**src/sv/rational_arithmetic_unit_macros.svh**
```systemverilog
// assertion macros for the rational arithmetic unit
`ifndef RATIONAL_ARITHMETIC_UNIT_MACROS_SVH
`define RATIONAL_ARITHMETIC_UNIT_MACROS_SVH

`ifndef NO_ASSERTIONS
`define RAU_ASSERT(lbl, prop, msg) \
  lbl: assert property (@(posedge clk_i) disable iff (!rst_ni) prop) \
    else $error(msg);
`define RAU_ASSERT_IMP(lbl, pre, post, msg) \
  lbl: assert property (@(posedge clk_i) disable iff (!rst_ni) (pre) |-> (post)) \
    else $error(msg);
`else
`define RAU_ASSERT(lbl, prop, msg)
`define RAU_ASSERT_IMP(lbl, pre, post, msg)
`endif

`endif

```
**src/sv/rau_pkg.sv**
```systemverilog
`default_nettype none

package rau_pkg;

  localparam int unsigned CMD_W = 2;

  typedef enum logic [CMD_W-1:0] {
    OP_MUL    = 2'd0,
    OP_ADD    = 2'd1,
    OP_REDUCE = 2'd2,
    OP_QUOT   = 2'd3
  } op_e;

  // classification made at the front, carried with each queued word
  typedef struct packed {
    op_e  op;
    logic den_zero;
    logic neg_num;
    logic neg_den;
  } rau_ctrl_t;

  typedef struct packed {
    logic busy;
    logic done;
  } rau_back_stat_t;

endpackage

`default_nettype wire

```
**src/sv/rau_if.sv**
```systemverilog
`default_nettype none

interface rau_in_if #(
  parameter int unsigned W = 16
);
  logic                        valid;
  logic                        ready;
  logic [rau_pkg::CMD_W-1:0]   cmd;
  logic signed [W-1:0]         num_a;
  logic signed [W-1:0]         den_a;
  logic signed [W-1:0]         num_b;
  logic signed [W-1:0]         den_b;

  modport source (output valid, cmd, num_a, den_a, num_b, den_b, input ready);
  modport sink   (input valid, cmd, num_a, den_a, num_b, den_b, output ready);
endinterface

interface rau_out_if #(
  parameter int unsigned W = 16
);
  logic                valid;
  logic                ready;
  logic signed [2*W:0] num_out;
  logic signed [2*W-1:0] den_out;
  logic                status;

  modport source (output valid, num_out, den_out, status, input ready);
  modport sink   (input valid, num_out, den_out, status, output ready);
endinterface

`default_nettype wire

```
**src/sv/rau_front.sv**
```systemverilog
`default_nettype none

module rau_front #(
  parameter int unsigned W = 16
) (
  rau_in_if.sink               in_i,
  input  logic                 q_full_i,
  output logic                 push_o,
  output rau_pkg::rau_ctrl_t   ctrl_o,
  output logic [6*W-1:0]       data_o
);

  rau_pkg::op_e   op;
  logic [W-1:0]   mag_num;
  logic [W-1:0]   mag_den;

  assign in_i.ready = !q_full_i;
  assign push_o     = in_i.valid && !q_full_i;

  assign op      = rau_pkg::op_e'(in_i.cmd);
  assign mag_num = in_i.num_a[W-1] ? W'(-in_i.num_a) : W'(in_i.num_a);
  assign mag_den = in_i.den_a[W-1] ? W'(-in_i.den_a) : W'(in_i.den_a);

  always_comb begin
    ctrl_o.op       = op;
    ctrl_o.neg_num  = in_i.num_a[W-1];
    ctrl_o.neg_den  = in_i.den_a[W-1];
    // only reduce and quotient care about a zero denominator
    ctrl_o.den_zero = (in_i.den_a == '0) &&
                      ((op == rau_pkg::OP_REDUCE) || (op == rau_pkg::OP_QUOT));
  end

  assign data_o = {mag_num, mag_den, in_i.num_a, in_i.den_a, in_i.num_b, in_i.den_b};

endmodule

`default_nettype wire

```
**src/sv/rau_fifo.sv**
```systemverilog
`default_nettype none

module rau_fifo #(
  parameter int unsigned WIDTH = 8,
  parameter int unsigned DEPTH = 2
) (
  input  logic             clk_i,
  input  logic             rst_ni,
  input  logic             push_i,
  input  logic [WIDTH-1:0] wdata_i,
  output logic             full_o,
  input  logic             pop_i,
  output logic             valid_o,
  output logic [WIDTH-1:0] rdata_o
);

  localparam int unsigned PW   = (DEPTH > 1) ? $clog2(DEPTH) : 1;
  localparam int unsigned CNTW = $clog2(DEPTH + 1);

  logic [WIDTH-1:0] mem_q [DEPTH];
  logic [PW-1:0]    wr_ptr_q, wr_ptr_d;
  logic [PW-1:0]    rd_ptr_q, rd_ptr_d;
  logic [CNTW-1:0]  cnt_q, cnt_d;
  logic             do_push, do_pop;

  assign full_o  = (cnt_q == CNTW'(DEPTH));
  assign valid_o = (cnt_q != '0);
  assign rdata_o = mem_q[rd_ptr_q];

  assign do_push = push_i && !full_o;
  assign do_pop  = pop_i && valid_o;

  always_comb begin
    wr_ptr_d = wr_ptr_q;
    rd_ptr_d = rd_ptr_q;
    cnt_d    = cnt_q;
    if (do_push) begin
      wr_ptr_d = (wr_ptr_q == PW'(DEPTH - 1)) ? '0 : wr_ptr_q + 1'b1;
    end
    if (do_pop) begin
      rd_ptr_d = (rd_ptr_q == PW'(DEPTH - 1)) ? '0 : rd_ptr_q + 1'b1;
    end
    case ({do_push, do_pop})
      2'b10:   cnt_d = cnt_q + 1'b1;
      2'b01:   cnt_d = cnt_q - 1'b1;
      default: cnt_d = cnt_q;
    endcase
  end

  always_ff @(posedge clk_i or negedge rst_ni) begin
    if (!rst_ni) begin
      wr_ptr_q <= '0;
      rd_ptr_q <= '0;
      cnt_q    <= '0;
    end else begin
      wr_ptr_q <= wr_ptr_d;
      rd_ptr_q <= rd_ptr_d;
      cnt_q    <= cnt_d;
    end
  end

  always_ff @(posedge clk_i) begin
    if (do_push) begin
      mem_q[wr_ptr_q] <= wdata_i;
    end
  end

endmodule

`default_nettype wire

```
**src/sv/rau_back.sv**
```systemverilog
`default_nettype none

module rau_back #(
  parameter int unsigned W = 16
) (
  input  logic                      clk_i,
  input  logic                      rst_ni,
  input  logic                      q_valid_i,
  input  rau_pkg::rau_ctrl_t        ctrl_i,
  input  logic [6*W-1:0]            data_i,
  output logic                      pop_o,
  output rau_pkg::rau_back_stat_t   stat_o,
  rau_out_if.source                 out_o
);

  localparam int unsigned NW = 2 * W + 1;
  localparam int unsigned DW = 2 * W;
  localparam int unsigned CW = $clog2(W);

  typedef enum logic [5:0] {
    S_IDLE = 6'b000001,
    S_MUL  = 6'b000010,
    S_ACC  = 6'b000100,
    S_GCD  = 6'b001000,
    S_DIV  = 6'b010000,
    S_DONE = 6'b100000
  } state_e;

  state_e state_q, state_d;

  // incoming word
  logic [W-1:0]        in_mag_num, in_mag_den;
  logic signed [W-1:0] in_na, in_da, in_nb, in_db;

  // operand and work registers
  rau_pkg::op_e        op_q, op_d;
  logic                neg_n_q, neg_n_d, neg_d_q, neg_d_d;
  logic signed [W-1:0] na_q, na_d, da_q, da_d, nb_q, nb_d, db_q, db_d;
  logic [W-1:0]        mn_q, mn_d, md_q, md_d;
  logic [1:0]          step_q, step_d;
  logic signed [DW-1:0] prod_q, prod_d;
  logic signed [NW-1:0] rn_q, rn_d;
  logic signed [DW-1:0] rd_q, rd_d;
  logic                st_q, st_d;
  logic [W-1:0]        ga_q, ga_d, gb_q, gb_d;
  logic [CW-1:0]       gk_q, gk_d;
  logic [W-1:0]        dvs_q, dvs_d, dd1_q, dd1_d, dd2_q, dd2_d, r1_q, r1_d, r2_q, r2_d;
  logic [CW-1:0]       cnt_q, cnt_d;

  // result register
  logic                 ov_q, ov_d;
  logic signed [NW-1:0] onum_q, onum_d;
  logic signed [DW-1:0] oden_q, oden_d;
  logic                 ost_q, ost_d;

  // datapath helpers
  logic signed [W-1:0]  mx, my;
  logic signed [NW-1:0] prod_sx;
  logic [W:0]           t1, t2, t1s, t2s;
  logic                 ge1, ge2;
  logic [W-1:0]         r1n, r2n, dd1n, dd2n;
  logic [NW-1:0]        q1z;
  logic [DW-1:0]        q2z;
  logic [W-1:0]         g_or;
  logic                 is_add;

  assign {in_mag_num, in_mag_den, in_na, in_da, in_nb, in_db} = data_i;

  assign is_add = (op_q == rau_pkg::OP_ADD);

  // shared multiplier operand select
  always_comb begin
    case (step_q)
      2'd0: begin
        mx = na_q;
        my = is_add ? db_q : nb_q;
      end
      2'd1: begin
        mx = is_add ? nb_q : da_q;
        my = is_add ? da_q : db_q;
      end
      default: begin
        mx = da_q;
        my = db_q;
      end
    endcase
  end

  assign prod_sx = {prod_q[DW-1], prod_q};

  // restoring divider step, two dividends over one divisor
  assign t1   = {r1_q, dd1_q[W-1]};
  assign t2   = {r2_q, dd2_q[W-1]};
  assign t1s  = t1 - {1'b0, dvs_q};
  assign t2s  = t2 - {1'b0, dvs_q};
  assign ge1  = (t1 >= {1'b0, dvs_q});
  assign ge2  = (t2 >= {1'b0, dvs_q});
  assign r1n  = ge1 ? t1s[W-1:0] : t1[W-1:0];
  assign r2n  = ge2 ? t2s[W-1:0] : t2[W-1:0];
  assign dd1n = {dd1_q[W-2:0], ge1};
  assign dd2n = {dd2_q[W-2:0], ge2};
  assign q1z  = NW'(dd1n);
  assign q2z  = DW'(dd2n);

  assign g_or = ga_q | gb_q;

  always_comb begin
    state_d = state_q;
    pop_o   = 1'b0;
    op_d    = op_q;
    neg_n_d = neg_n_q;
    neg_d_d = neg_d_q;
    na_d    = na_q;
    da_d    = da_q;
    nb_d    = nb_q;
    db_d    = db_q;
    mn_d    = mn_q;
    md_d    = md_q;
    step_d  = step_q;
    prod_d  = prod_q;
    rn_d    = rn_q;
    rd_d    = rd_q;
    st_d    = st_q;
    ga_d    = ga_q;
    gb_d    = gb_q;
    gk_d    = gk_q;
    dvs_d   = dvs_q;
    dd1_d   = dd1_q;
    dd2_d   = dd2_q;
    r1_d    = r1_q;
    r2_d    = r2_q;
    cnt_d   = cnt_q;
    ov_d    = ov_q;
    onum_d  = onum_q;
    oden_d  = oden_q;
    ost_d   = ost_q;

    if (ov_q && out_o.ready) begin
      ov_d = 1'b0;
    end

    unique case (state_q)
      S_IDLE: begin
        if (q_valid_i) begin
          pop_o   = 1'b1;
          op_d    = ctrl_i.op;
          neg_n_d = ctrl_i.neg_num;
          neg_d_d = ctrl_i.neg_den;
          na_d    = in_na;
          da_d    = in_da;
          nb_d    = in_nb;
          db_d    = in_db;
          mn_d    = in_mag_num;
          md_d    = in_mag_den;
          st_d    = 1'b0;
          step_d  = '0;
          rn_d    = '0;
          rd_d    = '0;
          if (ctrl_i.den_zero) begin
            st_d    = 1'b1;
            state_d = S_DONE;
          end else begin
            unique case (ctrl_i.op)
              rau_pkg::OP_MUL, rau_pkg::OP_ADD: begin
                state_d = S_MUL;
              end
              rau_pkg::OP_REDUCE: begin
                ga_d    = in_mag_num;
                gb_d    = in_mag_den;
                gk_d    = '0;
                state_d = S_GCD;
              end
              default: begin
                dvs_d   = in_mag_den;
                dd1_d   = in_mag_num;
                dd2_d   = in_mag_num;
                r1_d    = '0;
                r2_d    = '0;
                cnt_d   = '0;
                state_d = S_DIV;
              end
            endcase
          end
        end
      end

      S_MUL: begin
        prod_d  = mx * my;
        state_d = S_ACC;
      end

      S_ACC: begin
        case (step_q)
          2'd0: begin
            rn_d    = prod_sx;
            step_d  = 2'd1;
            state_d = S_MUL;
          end
          2'd1: begin
            if (is_add) begin
              rn_d    = rn_q + prod_sx;
              step_d  = 2'd2;
              state_d = S_MUL;
            end else begin
              rd_d    = prod_q;
              state_d = S_DONE;
            end
          end
          default: begin
            rd_d    = prod_q;
            state_d = S_DONE;
          end
        endcase
      end

      // binary gcd, one step a cycle
      S_GCD: begin
        if ((ga_q == '0) || (gb_q == '0)) begin
          dvs_d   = g_or << gk_q;
          dd1_d   = mn_q;
          dd2_d   = md_q;
          r1_d    = '0;
          r2_d    = '0;
          cnt_d   = '0;
          state_d = S_DIV;
        end else if (!ga_q[0] && !gb_q[0]) begin
          ga_d = ga_q >> 1;
          gb_d = gb_q >> 1;
          gk_d = gk_q + 1'b1;
        end else if (!ga_q[0]) begin
          ga_d = ga_q >> 1;
        end else if (!gb_q[0]) begin
          gb_d = gb_q >> 1;
        end else if (ga_q >= gb_q) begin
          ga_d = (ga_q - gb_q) >> 1;
        end else begin
          gb_d = (gb_q - ga_q) >> 1;
        end
      end

      S_DIV: begin
        r1_d  = r1n;
        r2_d  = r2n;
        dd1_d = dd1n;
        dd2_d = dd2n;
        cnt_d = cnt_q + 1'b1;
        if (cnt_q == CW'(W - 1)) begin
          if (op_q == rau_pkg::OP_QUOT) begin
            rn_d = (neg_n_q ^ neg_d_q) ? NW'(0) - q1z : q1z;
            rd_d = DW'(1);
          end else begin
            rn_d = neg_n_q ? NW'(0) - q1z : q1z;
            rd_d = neg_d_q ? DW'(0) - q2z : q2z;
          end
          state_d = S_DONE;
        end
      end

      S_DONE: begin
        if (!ov_q || out_o.ready) begin
          ov_d    = 1'b1;
          onum_d  = rn_q;
          oden_d  = rd_q;
          ost_d   = st_q;
          state_d = S_IDLE;
        end
      end

      default: state_d = S_IDLE;
    endcase
  end

  always_ff @(posedge clk_i or negedge rst_ni) begin
    if (!rst_ni) begin
      state_q <= S_IDLE;
      ov_q    <= 1'b0;
    end else begin
      state_q <= state_d;
      ov_q    <= ov_d;
    end
  end

  always_ff @(posedge clk_i) begin
    op_q    <= op_d;
    neg_n_q <= neg_n_d;
    neg_d_q <= neg_d_d;
    na_q    <= na_d;
    da_q    <= da_d;
    nb_q    <= nb_d;
    db_q    <= db_d;
    mn_q    <= mn_d;
    md_q    <= md_d;
    step_q  <= step_d;
    prod_q  <= prod_d;
    rn_q    <= rn_d;
    rd_q    <= rd_d;
    st_q    <= st_d;
    ga_q    <= ga_d;
    gb_q    <= gb_d;
    gk_q    <= gk_d;
    dvs_q   <= dvs_d;
    dd1_q   <= dd1_d;
    dd2_q   <= dd2_d;
    r1_q    <= r1_d;
    r2_q    <= r2_d;
    cnt_q   <= cnt_d;
    onum_q  <= onum_d;
    oden_q  <= oden_d;
    ost_q   <= ost_d;
  end

  assign out_o.valid   = ov_q;
  assign out_o.num_out = onum_q;
  assign out_o.den_out = oden_q;
  assign out_o.status  = ost_q;

  assign stat_o.busy = (state_q != S_IDLE);
  assign stat_o.done = (state_q == S_DONE);

endmodule

`default_nettype wire

```
**src/sv/rational_arithmetic_unit.sv**
```systemverilog
// channel  dir  handshake      word
// in_i     in   valid/ready    cmd, num_a, den_a, num_b, den_b
// out_o    out  valid/ready    num_out, den_out, status
//
// steps from accept to result: multiply and add use the shared multiplier, quotient
// runs the shared restoring divider, and reduce runs a binary gcd of under 2W steps,
// hands over, then runs W steps of the shared restoring divider; W is OPERAND_WIDTH
// a 2-word queue sits between the classifying front and the executing back,
// so input is taken while the back works; the back runs one word at a time
// the result register holds until taken, and the back waits in its done state
// reset empties the queue and drops any pending result; no clearing pass
`default_nettype none

`include "rational_arithmetic_unit_macros.svh"

module rational_arithmetic_unit #(
  parameter int unsigned OPERAND_WIDTH = 16
) (
  input  logic       clk_i,
  input  logic       rst_ni,
  rau_in_if.sink     in_i,
  rau_out_if.source  out_o
);

  localparam int unsigned W           = OPERAND_WIDTH;
  localparam int unsigned QUEUE_DEPTH = 2;
  localparam int unsigned DATA_W      = 6 * W;
  localparam int unsigned CTRL_W      = $bits(rau_pkg::rau_ctrl_t);
  localparam int unsigned ENTRY_W     = CTRL_W + DATA_W;

  logic                    push, q_full, pop, q_valid;
  rau_pkg::rau_ctrl_t      ctrl_f, ctrl_b;
  logic [DATA_W-1:0]       data_f, data_b;
  logic [ENTRY_W-1:0]      q_rdata;
  rau_pkg::rau_back_stat_t back_st;

  rau_front #(.W(W)) u_front (
    .in_i     (in_i),
    .q_full_i (q_full),
    .push_o   (push),
    .ctrl_o   (ctrl_f),
    .data_o   (data_f)
  );

  rau_fifo #(.WIDTH(ENTRY_W), .DEPTH(QUEUE_DEPTH)) u_queue (
    .clk_i   (clk_i),
    .rst_ni  (rst_ni),
    .push_i  (push),
    .wdata_i ({ctrl_f, data_f}),
    .full_o  (q_full),
    .pop_i   (pop),
    .valid_o (q_valid),
    .rdata_o (q_rdata)
  );

  assign ctrl_b = rau_pkg::rau_ctrl_t'(q_rdata[ENTRY_W-1 -: CTRL_W]);
  assign data_b = q_rdata[DATA_W-1:0];

  rau_back #(.W(W)) u_back (
    .clk_i     (clk_i),
    .rst_ni    (rst_ni),
    .q_valid_i (q_valid),
    .ctrl_i    (ctrl_b),
    .data_i    (data_b),
    .pop_o     (pop),
    .stat_o    (back_st),
    .out_o     (out_o)
  );

  // error word carries a zero fraction
  `RAU_ASSERT_IMP(a_err_zero, out_o.valid && out_o.status, (out_o.num_out == '0) && (out_o.den_out == '0), "error result not zero")
  // back starts only on a queued word
  `RAU_ASSERT_IMP(a_start_queued, $rose(back_st.busy), $past(q_valid), "back started without a queued word")
  // a fresh result comes only out of the done state
  `RAU_ASSERT(a_result_src, $rose(out_o.valid) |-> $past(back_st.done), "result valid without finish")

endmodule

`default_nettype wire
```
**src/flat_wrapper.sv**
```systemverilog
// flat-port wrapper written by rule: the top's interface ports become plain ports
module rational_arithmetic_unit_flat 
#(
  parameter int unsigned OPERAND_WIDTH = 16
)
  (clk_i, rst_ni, in_i_valid, in_i_cmd, in_i_num_a, in_i_den_a, in_i_num_b, in_i_den_b, in_i_ready, out_o_valid, out_o_num_out, out_o_den_out, out_o_status, out_o_ready);
  rau_in_if in_i_i ();
  rau_out_if out_o_i ();
  input  logic clk_i;
  input  logic rst_ni;
  input wire logic [$bits(in_i_i.valid)-1:0] in_i_valid;
  input wire logic [$bits(in_i_i.cmd)-1:0] in_i_cmd;
  input wire logic [$bits(in_i_i.num_a)-1:0] in_i_num_a;
  input wire logic [$bits(in_i_i.den_a)-1:0] in_i_den_a;
  input wire logic [$bits(in_i_i.num_b)-1:0] in_i_num_b;
  input wire logic [$bits(in_i_i.den_b)-1:0] in_i_den_b;
  output wire logic [$bits(in_i_i.ready)-1:0] in_i_ready;
  output wire logic [$bits(out_o_i.valid)-1:0] out_o_valid;
  output wire logic [$bits(out_o_i.num_out)-1:0] out_o_num_out;
  output wire logic [$bits(out_o_i.den_out)-1:0] out_o_den_out;
  output wire logic [$bits(out_o_i.status)-1:0] out_o_status;
  input wire logic [$bits(out_o_i.ready)-1:0] out_o_ready;
  assign in_i_i.valid = in_i_valid;
  assign in_i_i.cmd = in_i_cmd;
  assign in_i_i.num_a = in_i_num_a;
  assign in_i_i.den_a = in_i_den_a;
  assign in_i_i.num_b = in_i_num_b;
  assign in_i_i.den_b = in_i_den_b;
  assign in_i_ready = in_i_i.ready;
  assign out_o_valid = out_o_i.valid;
  assign out_o_num_out = out_o_i.num_out;
  assign out_o_den_out = out_o_i.den_out;
  assign out_o_status = out_o_i.status;
  assign out_o_i.ready = out_o_ready;
  rational_arithmetic_unit #(.OPERAND_WIDTH(OPERAND_WIDTH)) u_core (.clk_i(clk_i), .rst_ni(rst_ni), .in_i(in_i_i), .out_o(out_o_i));
endmodule
```
**config.mk**
```make
export PLATFORM = sky130hd
export DESIGN_NAME = rational_arithmetic_unit_flat
export DESIGN_NICKNAME = d
export VERILOG_FILES = /design/src/sv/rau_pkg.sv /design/src/sv/rau_if.sv /design/src/sv/rau_front.sv /design/src/sv/rau_fifo.sv /design/src/sv/rau_back.sv /design/src/sv/rational_arithmetic_unit.sv /design/src/flat_wrapper.sv
export VERILOG_INCLUDE_DIRS = /design/src /design/src/sv
export SDC_FILE = /design/constraint.sdc
export NUM_CORES = 2
export LEC_CHECK = 0
export BUFFER_PORTS_ARGS = -buffer_cell sky130_fd_sc_hd__buf_2
export CAP_MARGIN = 0
export CELL_PAD_IN_SITES_DETAIL_PLACEMENT = 0
export CELL_PAD_IN_SITES_GLOBAL_PLACEMENT = 1
export CORE_MARGIN = 2
export CORE_UTILIZATION = 40
export DETAILED_ROUTE_END_ITERATION = 10
export GPL_ROUTABILITY_DRIVEN = 0
export PLACE_DENSITY = 0.64
export SLEW_MARGIN = 30
export SYNTH_ARGS = -nofsm -noshare
export SYNTH_HDL_FRONTEND = slang
export SYNTH_SLANG_ARGS = --single-unit
```
**constraint.sdc**
```tcl
create_clock -name clk_i -period 9 [get_ports clk_i]
set_input_delay 1.8 -clock clk_i [delete_from_list [all_inputs] [get_ports clk_i]]
set_output_delay 1.8 -clock clk_i [all_outputs]
set_load 0.1 [all_outputs]
```
==> out/qor.csv <==
metric,value,unit
synth_edf_count,576,
dieHeight,316,µm
slew_viol_final,0,
clock_path_buffers,3,
cts.sink_count,587,
ioPinCount,138,
antenna_found_initial,3,
dp.final_hpwl,79800,µm
ys_ff_latch,587,
drt-pass1-iter-count,6,
crit_required,9.38,ns
skew,0.0319,ns
cts_htree_levels,3,
async_reset_ff_share,1.87,%
ys.flop_type,edfxtp_1,
cts_tree,done,
path_clk_slew,0.06,ns
drv_cap,0,
clkLatencyLatePin,0.64,ns
period_needed,8.14,ns
synth.distinct_cells,87,
mappedNetlistArea,0.0388,mm²
fin_tns_setup,0,ns
grt_pass1_wl,161000,µm
synth_top_area_share,44.5,%
hold_depth,0,
rows,114,
routed_wl,105000,µm
seq_area_frac_synth,45.2,%
worst_pin_slew,0.958,ns
critPathArrivalTime,8.52,ns
status,completed,
first_iter_violations,2029,
crit_fanout,18,
rsz0062_at_grt,false,
yosys_warnings,0,
ant_nets,0,
n_fill_cell,9147,
cts-root-buf,clkbuf_16,
grt_max_degree,69,
nets,4095,
max_freq,0.123,GHz
synth_nets,3973,
initial_utilization,40.3,%
hp-class,reg2reg,
wl_per_cell,21.5,µm
via_count,25984,
layout-drive-gt1-share,12.1,%
reg2reg_depth,26,
synth.area.top_cells,"edfxtp_1 45%, fa_1 14%, ha_1 6.5%",
min_period_over_period,90.5,%
grt.total_usage,21.3,%
relSlewSlack,36.1,%
cts_resized,0,
yosys.area.top_type,edfxtp_1,
grt-ovfl-total,0,
die_area,0.0996,mm²
synth_cells,3434,
cts_setup_buffers,0,
portBuffers,137,
finalSetupViolations,0,
drcViolationCount,0,
die_x,316,µm
numCtsBuffers,69,
vias_per_cell,5.32,
critPathKind,reg2reg,
area_delta_synth_final,11.4,%
hold_buffers,0,
crit_path_end_kind,flip-flop,
coreArea,0.0964,mm²
worst_setup_path_start_kind,flip-flop,
hold_viol,0,
syn_area_per_cell,11.3,µm²
grt_pass1_vias,25970,
## sequential cells by signal (all words and copies together) (netlist names), 16 cells and up
signal / cells
u_core.u_back.db_q: 16
u_core.u_back.dd1_q: 16
u_core.u_back.dd2_q: 16
u_core.u_back.dvs_q: 16
u_core.u_back.ga_q: 16
u_core.u_back.gb_q: 16
u_core.u_back.nb_q: 16
u_core.u_back.out_o.den_out: 32
u_core.u_back.out_o.num_out: 33
u_core.u_back.prod_q: 32
u_core.u_back.r1_q: 16
u_core.u_back.r2_q: 16
u_core.u_back.rd_q: 32
u_core.u_back.rn_q: 33
u_core.u_queue.mem_q: 194
## per-stage QoR
stage               hold WS (ns)  area, µm²  worst slack [ns]  util [%]  instances
floorplan                  0.400      38800              1.62         -       3434
global placement           0.403      41000              1.10      42.5       4759
detailed placement         0.405      41100             0.945      42.6       4761
CTS                        0.418      43300             0.899      44.9       4885
global route               0.430      43300             0.367      44.9       4887
finish                     0.417      43300             0.855      44.9       4888
## path summary, 6_finish.rpt
path,startpoint,end,slack (ns)
worst max-delay path,u_core.u_back.op_q[1],u_core.u_back.prod_q[30],0.86
worst min-delay path,u_core.u_back.rd_q[1],u_core.u_back.out_o.den_out[1],0.42
worst max register to register,u_core.u_back.op_q[1],u_core.u_back.prod_q[30],0.86
worst min register to register,u_core.u_back.rd_q[1],u_core.u_back.out_o.den_out[1],0.42
max in group asynchronous,rst_ni,u_core.u_back.state_q[0],7.60
min in group asynchronous,rst_ni,u_core.u_back.out_o.valid,1.08
## kinds of logic after synthesis
kind of cell	count (synthesis)	synth area share, %
AOI/OAI and AO/OA	624	10.9
xor gates and xnor gates	164	3.70
adders and majority gates	469	20.3
buffers and inverters	550	5.37
DFF	587	45.2
muxes	139	3.93
and+or+nand+nor	901	10.6
## worst max-delay path, stage by stage, from the launching register on
cell and delay [ns]:
edfxtp_1 0.44, nand2b_1 0.32, nor2_2 0.50, buf_4 0.32
buf_4 0.17, a22oi_1 0.10, and2_1 0.33, or2_2 0.37
fa_1 0.42, inv_1 0.08, fa_1 0.44, fa_1 0.55
fa_1 0.55, fa_1 0.55, inv_1 0.05, fa_1 0.53
inv_1 0.04, ha_1 0.41, a2111oi_0 0.45, o211ai_1 0.15
o211ai_1 0.12, nand3_1 0.17, o221ai_1 0.25, a31oi_1 0.16
o21a_1 0.19, nor2_1 0.11, xnor2_1 0.07
## per-layer routing
metal	vias up	GRT usage, %	part of all wire, %
met4	2	5.00	2.1
met1	12834	32.3	49
met3	122	3.96	5.8
met5	-	0	0.013
li1	12313	-	-
met2	713	31.6	43
## layout make-up
| class | instances | area (µm²) | area share (%) |
|---|---|---|---|
| timing repair buffer | 184 | 1080 | 2.49 |
| clock inverter | 42 | 373 | 0.861 |
| sequential | 587 | 17600 | 40.6 |
| antenna | 3 | 7.51 | 0.0173 |
| multi-input combinational | 2297 | 19300 | 44.5 |
| clock buffer | 82 | 1810 | 4.17 |
| inverter | 417 | 1570 | 3.62 |
| tap | 1276 | 1600 | 3.69 |
## cells in the final DEF (no fill, tap or decap), types with 27 or more instances in the layout
| cell type | n |
|---|---|
| a22oi_1 | 28 |
| fa_1 | 267 |
| nand2b_1 | 32 |
| a221o_1 | 31 |
| mux2i_1 | 41 |
| and2_1 | 31 |
| a31oi_1 | 27 |
| edfxtp_1 | 576 |
| buf_4 | 45 |
| a21o_1 | 48 |
| a221oi_1 | 28 |
| xor2_1 | 54 |
| ha_1 | 202 |
| inv_1 | 412 |
| xnor2_1 | 109 |
| nand2_1 | 289 |
| or3_1 | 28 |
| clkbuf_16 | 70 |
| a21oi_1 | 165 |
| nor2_1 | 302 |
| nor3_1 | 43 |
| mux2_2 | 96 |
| nand3_1 | 39 |
| a211oi_1 | 32 |
| o21ai_0 | 96 |
| buf_2 | 137 |
## synth_stat cells (31+ instances only)
cell type and count:
edfxtp_1 576, inv_1 413, nor2_1 306, nand2_1 289
fa_1 267, ha_1 202, a21oi_1 167, clkbuf_1 114
xnor2_1 110, mux2_2 96, o21ai_0 96, xor2_1 54
a21o_1 48, nor3_1 44, mux2i_1 41, nand3_1 39
a211oi_1 32, nand2b_1 32, a221o_1 31, and2_1 31
Power is left out: the tool's default activity adds up to more than one toggle a clock period on the data nets, which glitch-free logic cannot reach.
